==> config.mk <==
export PLATFORM = sky130hd
export DESIGN_NAME = slins_cell
export DESIGN_NICKNAME = d
export VERILOG_FILES = /design/src/hw/rtl/slins_pkg.sv /design/src/hw/rtl/slins_cell.sv
export SDC_FILE = /design/constraint.sdc
export NUM_CORES = 1
export LEC_CHECK = 0
export BUFFER_PORTS_ARGS = -buffer_cell sky130_fd_sc_hd__buf_2
export CORE_ASPECT_RATIO = 0.8
export CORE_MARGIN = 1
export CORE_UTILIZATION = 39
export CTS_CLUSTER_SIZE = 28
export DETAILED_ROUTE_END_ITERATION = 6
export PLACE_DENSITY_LB_ADDON = 0.05
export SLEW_MARGIN = 20
export SYNTH_ARGS = -nofsm -noshare
export SYNTH_HDL_FRONTEND = slang
export SYNTH_SLANG_ARGS = --single-unit
==> constraint.sdc <==
create_clock -name clk -period 3.4 [get_ports clk]
set_input_delay 0.34 -clock clk [delete_from_list [all_inputs] [get_ports clk]]
set_output_delay 0.34 -clock clk [all_outputs]
set_load 0.005 [all_outputs]
==> src/hw/rtl/slins_pkg.sv <==
// shared types and constants of the list insert block
package slins_pkg;

  localparam int DATA_W   = 32;
  localparam int POS_W    = 8;
  localparam int STAT_W   = 2;
  localparam int CNTO_W   = 8;
  localparam int IN_W     = 48;
  localparam int OUT_W    = 48;
  localparam int TREE_LAT = 3;

  localparam logic MODE_INSERT = 1'b0;
  localparam logic MODE_READ   = 1'b1;

  localparam logic [STAT_W-1:0] ST_OK     = 2'd0;
  localparam logic [STAT_W-1:0] ST_BADPOS = 2'd1;
  localparam logic [STAT_W-1:0] ST_FULL   = 2'd2;

  // write command broadcast to every cell
  typedef struct packed {
    logic              ins;
    logic [DATA_W-1:0] value;
  } wr_t;

endpackage

==> src/hw/rtl/slins_cell.sv <==
// one list cell: holds one element, shifts in from its lower neighbor on insert
module slins_cell #(
  parameter int IW  = 7,
  parameter int IDX = 0
) (
  input  logic                         clk,
  input  slins_pkg::wr_t               wr,
  input  logic [IW-1:0]                ins_idx,
  input  logic [IW-1:0]                rd_idx,
  input  logic [slins_pkg::DATA_W-1:0] left_data,
  output logic [slins_pkg::DATA_W-1:0] data_o,
  output logic [slins_pkg::DATA_W-1:0] rd_o
);
  import slins_pkg::*;

  localparam logic [IW-1:0] MY_IDX = IW'(IDX);

  logic [DATA_W-1:0] data_r;
  logic [DATA_W-1:0] data_nxt;

  always_comb begin
    data_nxt = data_r;
    if (wr.ins) begin
      if (MY_IDX > ins_idx) begin
        data_nxt = left_data;
      end else if (MY_IDX == ins_idx) begin
        data_nxt = wr.value;
      end
    end
  end

  always_ff @(posedge clk) begin
    data_r <= data_nxt;
  end

  assign data_o = data_r;
  // only the addressed cell puts its word on the read tree
  assign rd_o   = (rd_idx == MY_IDX) ? data_r : '0;

endmodule

==> results.sh, run 1 <==
export IMPL_status="finished, final reports clean"
export IMPL_cts_setup_buffers=0
export IMPL_synth_edff_count=32
export IMPL_start_kind="primary input"
export IMPL_post_dp_hpwl_mm=2.353
export IMPL_clock_sinks=32
export IMPL_synthTopCellsByCount="clkbuf_1 (38), edfxtp_1 (32), and4bb_2 (26), nor4bb_1 (6)"
export IMPL_initial_core_util=0.4063
export IMPL_synthesis_nets=190
export IMPL_grt_pass1_vias=1066
export IMPL_numCtsBuffers=5
export IMPL_cpMostUsedCell="buf_2"
export IMPL_crit_start="rd_idx[2]"
export IMPL_drc=0
export IMPL_die_y_um=58.30
export IMPL_clockBufferDepth=2
export IMPL_n_antenna_cell=0
export IMPL_yosysSeqAreaShare=0.6219
export IMPL_p_per_area_mw_per_mm2=361.9
export IMPL_ant_nets=0
export IMPL_setup_tns_ns=0
export IMPL_critPathTopFamily="simple AND/OR/NAND/NOR gates"
export IMPL_area_growth_pct=36.11
export IMPL_cp_slowest_stage_delay_ns=0.69
export IMPL_finalNonFillerCells=245
export IMPL_rsz0062_at_grt="false"
export IMPL_slew_violations=0
export IMPL_grt_usage=0.1612
export IMPL_p_leak_nw=0.9652
export IMPL_cts_hold_buf=0
export IMPL_p_comb_frac=0.065
export IMPL_internal_power_uw=602.8
export IMPL_finalCriticalPeriod_ns=1.959
export IMPL_synth_compound_area_frac=0
export IMPL_num_fill_cells=348
export IMPL_via_per_inst=4.698
export IMPL_maxSlewHeadroom=0.5245
export IMPL_synthCells=110
export IMPL_ys_flop_type="edfxtp_1"
export IMPL_grt_pass1_wl_mm=4.961
export IMPL_worst_path_max_fanout=32
export IMPL_clk_pin_slew_ns=0.07
export IMPL_synth_top_area_share=0.6219
export IMPL_vdd_drop_max_v=0.0002909
export IMPL_yosys_warnings=0
export IMPL_ioPinCount=144
export IMPL_wl_per_cell_um=13.89
export IMPL_placed_area_mm2=0.002021
export IMPL_largest_register_ffs=32
export IMPL_crit_arrival_ns=1.62
export IMPL_path_class="primary input to output port"
export IMPL_cap_violations=0
export IMPL_ys_ff_latch=32
export IMPL_critPathRequiredTime_ns=3.06
export IMPL_htree_levels=2
export IMPL_drt_iter0_markers=54
export IMPL_cts_root_buf="clkbuf_8"
export IMPL_dieArea_mm2=0.004219
export IMPL_port_buffers=111
export IMPL_grt_max_degree=33
export IMPL_synth_top_family_by_area="simple AND/OR/NAND/NOR gates"
export IMPL_slowest_stage="or4_4"
export IMPL_setup_viol=0
export IMPL_endpoint_kind="output port"
export IMPL_synth_avg_cell_area_um2=14.05
export IMPL_synthMuxAreaShare=0
export IMPL_synth_top_area_cell="edfxtp_1"
export IMPL_fp_dieW_um=72.38
export IMPL_drive_gt1_frac=0.7737
export IMPL_p_seq_frac=0.573
export IMPL_synth_xor_area_frac=0
export IMPL_p_sw_uw=158.4
export IMPL_synth_area_mm2=0.001545
export IMPL_crit_buf_inv=2
export IMPL_gp_congestion=0.6932
export IMPL_final_nets=269
export IMPL_num_vias=1151
export IMPL_critPathCapture="rd_o[10]"
export IMPL_synth_cell_types=10
export IMPL_async_reset_ff_frac=0
export IMPL_min_path_type="primary input to register"
export IMPL_place_inst=237
export IMPL_total_power_uw=761.2
export IMPL_multi_input_area_um2=420.4
export IMPL_fin_crit_sh=0.5760
export IMPL_tightestPinTransition_ns=0.7127
export IMPL_drtPass1Iterations=4
export IMPL_netlist_top_cells_area="edfxtp_1 (62%), and4bb_2 (21%), clkbuf_1 (9.2%)"
export IMPL_synthAdderAreaFrac=0
export IMPL_fin_area_mm2=0.002103
export IMPL_sw_frac_of_total=0.2081
export IMPL_core_area_mm2=0.003804
export IMPL_p_clk_frac=0.363
export IMPL_grt_overflow_total=0
export IMPL_register_area_um2=960.9
export IMPL_crit_cells=4
export IMPL_critical_path_cell_chain="buf_2 -> or4_4 -> nor4bb_1 -> buf_2"
export IMPL_finalHoldViolCount=0
export IMPL_wl_mm=3.402
export IMPL_antenna_found_initial=0
export IMPL_rows=20
export IMPL_timing_fmax_mhz=510.6
export IMPL_post_cts_resized=0
export IMPL_cts_tree="yes"
export IMPL_synthMostInstantiatedCell="clkbuf_1"
export IMPL_synth_simple_area_share=0.2721
stage by stage:
stage / setup WS (ns) / util / hold WS (ns)
after global placement: 1.301 / 0.5313 / 0.5164
after detailed placement: 1.283 / 0.5313 / 0.5181
final: 1.442 / 0.5530 / 0.2281
after floorplan: 1.521 / - / 0.5067
after global routing: 1.337 / 0.5530 / 0.2180
after CTS: 1.432 / 0.5530 / 0.2201
cell families after synthesis:
group                  after synthesis
buffers and inverters               41
and+or+nand+nor                     37
DFF                                 32
how the worst min path moves through the flow:
stage	start	to	slack, ns	cells after the start
finish	wr[20]	data_o[20]	0.23	1
global placement	wr[25]	data_o[25]	0.52	1
global route	wr[20]	data_o[20]	0.22	1
floorplan	wr[0]	data_o[0]	0.51	1
detailed placement	wr[8]	data_o[8]	0.52	1
CTS	wr[18]	data_o[18]	0.22	1
area by class of cell:
type	count	share of cell area
Clock buffer	5	0.03272
Clock inverter	3	0.006544
Multi-Input combinational cell	37	0.1999
Sequential cell	32	0.4569
Tap cell	55	0.03272
Timing Repair Buffer	113	0.2713
power groups by stage:
stage	Sequential (mW)	Clock [mW]	Combinational, mW
floorplan	0.445	0	0.0287
global placement	0.444	0	0.0476
detailed placement	0.444	0	0.0498
CTS	0.436	0.283	0.0495
global route	0.436	0.300	0.0546
finish	0.436	0.276	0.0493
per-layer routing:
layer | wire (um) | GRT usage | part of all wire | up-vias
li1 | - | - | - | 550
met1 | 1400 | 0.1886 | 0.41 | 535
met2 | 1687 | 0.2724 | 0.50 | 62
met3 | 285 | 0.06164 | 0.084 | 4
met4 | 29 | 0.05882 | 0.0085 | 0
met5 | 0 | 0 | 0 | -
cells in the final DEF (no fill, tap or decap):
master / count
buf_2: 111
nor4bb_1: 6
or4_4: 1
nor2_1: 2
and4bb_2: 26
nor4_1: 1
clkbuf_8: 5
clkinv_2: 2
buf_4: 2
edfxtp_1: 32
and4b_1: 1
clkinv_1: 1
Note: power is estimated with default switching activity, not from simulation.
==> run 2, diff against run 1 <==
- CORE_UTILIZATION: 39 -> 33
- clock period: 3.4 -> 1.6 ns (I/O delays scaled with it)
==> results.sh, run 2 (same netlist as run 1, synthesis figures left out) <==
export IMPL_p_leak_nw=0.9706
export IMPL_area_growth_pct=39.11
export IMPL_htree_levels=2
export IMPL_die_y_um=63.21
export IMPL_rows=21
export IMPL_critPathRequiredTime_ns=1.44
export IMPL_fp_dieW_um=78.51
export IMPL_rsz0062_at_grt="true"
export IMPL_path_class="primary input to output port"
export IMPL_final_nets=271
export IMPL_setup_tns_ns=0
export IMPL_status="finished, final reports clean"
export IMPL_drt_iter0_markers=18
export IMPL_drtPass1Iterations=4
export IMPL_via_per_inst=4.813
export IMPL_mostFrequentLayoutCells="buf_2 (110), edfxtp_1 (32), and4bb_2 (26)"
export IMPL_final_common_cell="buf_2"
export IMPL_setup_viol=0
export IMPL_clock_sinks=32
export IMPL_port_buffers=111
export IMPL_fin_area_mm2=0.002150
export IMPL_gp_congestion=0.6343
export IMPL_place_inst=240
export IMPL_finalNonFillerCells=246
export IMPL_cts_setup_buffers=0
export IMPL_antenna_found_initial=0
export IMPL_clk_pin_slew_ns=0.06
export IMPL_maxSlewHeadroom=0.6586
export IMPL_cts_tree="yes"
export IMPL_total_power_mw=1.575
export IMPL_grt_overflow_total=0
export IMPL_num_vias=1184
export IMPL_drc=0
export IMPL_min_path_type="primary input to register"
export IMPL_fin_crit_sh=0.9815
export IMPL_post_dp_hpwl_mm=2.422
export IMPL_crit_arrival_ns=1.41
export IMPL_grt_usage=0.1455
export IMPL_start_kind="primary input"
export IMPL_cap_violations=0
export IMPL_cts_root_buf="clkbuf_8"
export IMPL_finalCriticalPeriod_ns=1.570
export IMPL_vdd_drop_max_v=0.0004686
export IMPL_finalHoldViolCount=0
export IMPL_wl_per_cell_um=15.27
export IMPL_grt_max_degree=33
export IMPL_p_per_area_mw_per_mm2=732.6
export IMPL_largest_register_ffs=32
export IMPL_endpoint_kind="output port"
export IMPL_worst_path_max_fanout=16
export IMPL_slew_violations=0
export IMPL_ioPinCount=144
export IMPL_grt_pass1_vias=1126
export IMPL_worst_slack_ns=0.02955
export IMPL_initial_core_util=0.3564
export IMPL_placed_area_mm2=0.002057
export IMPL_dieArea_mm2=0.004962
export IMPL_grt_pass1_wl_mm=5.409
export IMPL_ant_nets=0
export IMPL_final_util=0.4958
export IMPL_drive_gt1_frac=0.7884
export IMPL_core_area_mm2=0.004335
export IMPL_pre_cts_slack_ns=0.001092
export IMPL_n_antenna_cell=0
export IMPL_tightestPinTransition_ns=0.5121
export IMPL_timing_fmax_mhz=636.8
export IMPL_clockBufferDepth=2
export IMPL_numCtsBuffers=5
export IMPL_hold_slack_ns=0.05647
export IMPL_wl_mm=3.756
## run 2: cell count changes in the layout (fill, tap and decap cells not counted)
cell,change
buf_6,+1
and4b_1,-1
nor4bb_2,+1
or4_4,+1
clkinv_1,-1
nor4bb_1,-1
buf_2,-1
buf_12,+2
clkinv_2,-2
and4b_2,+1
buf_4,-1
## run 2: power breakdown
group / switching (mW) / internal (mW) / leakage [nW]
clock: 0.255 / 0.279 / 0.0359
sequential: 0.00124 / 0.926 / 0.288
combinational: 0.0490 / 0.0646 / 0.647
total: 0.305 / 1.27 / 0.971
## run 2: final cells by class
class / instances / area, um^2
clock buffer: 5 / 68.82
fill: 418 / 2186
multi-input combinational: 38 / 439.2
sequential: 32 / 960.9
tap: 57 / 71.32
timing repair buffer: 114 / 609.3
## run 2: routing by layer
layer,vias up,part of all wire,GRT usage
met4,0,0.016,0.06944
met5,-,0,0
met3,8,0.087,0.05362
met2,70,0.46,0.2402
met1,549,0.44,0.1659
li1,557,-,-
## run 2: worst max-delay path, cell delays in order
cell	delay, ns
buf_2	0.12
or4_4	0.63
nor4bb_2	0.33
buf_2	0.16
## run 2: worst paths after layout
kind,slack [ns],endpoint,startpoint,cells past startpoint
max,0.03,rd_o[9],rd_idx[5],4
min,0.06,data_o[22],wr[22],1
## run 2: what timing repair did
| action | CTS | global route |
|---|---|---|
| setup endpoints to repair | 0 | 29 |
| resized for setup | 0 | 3 |
| hold endpoints to repair | 0 | 0 |
| hold buffers | 0 | 0 |
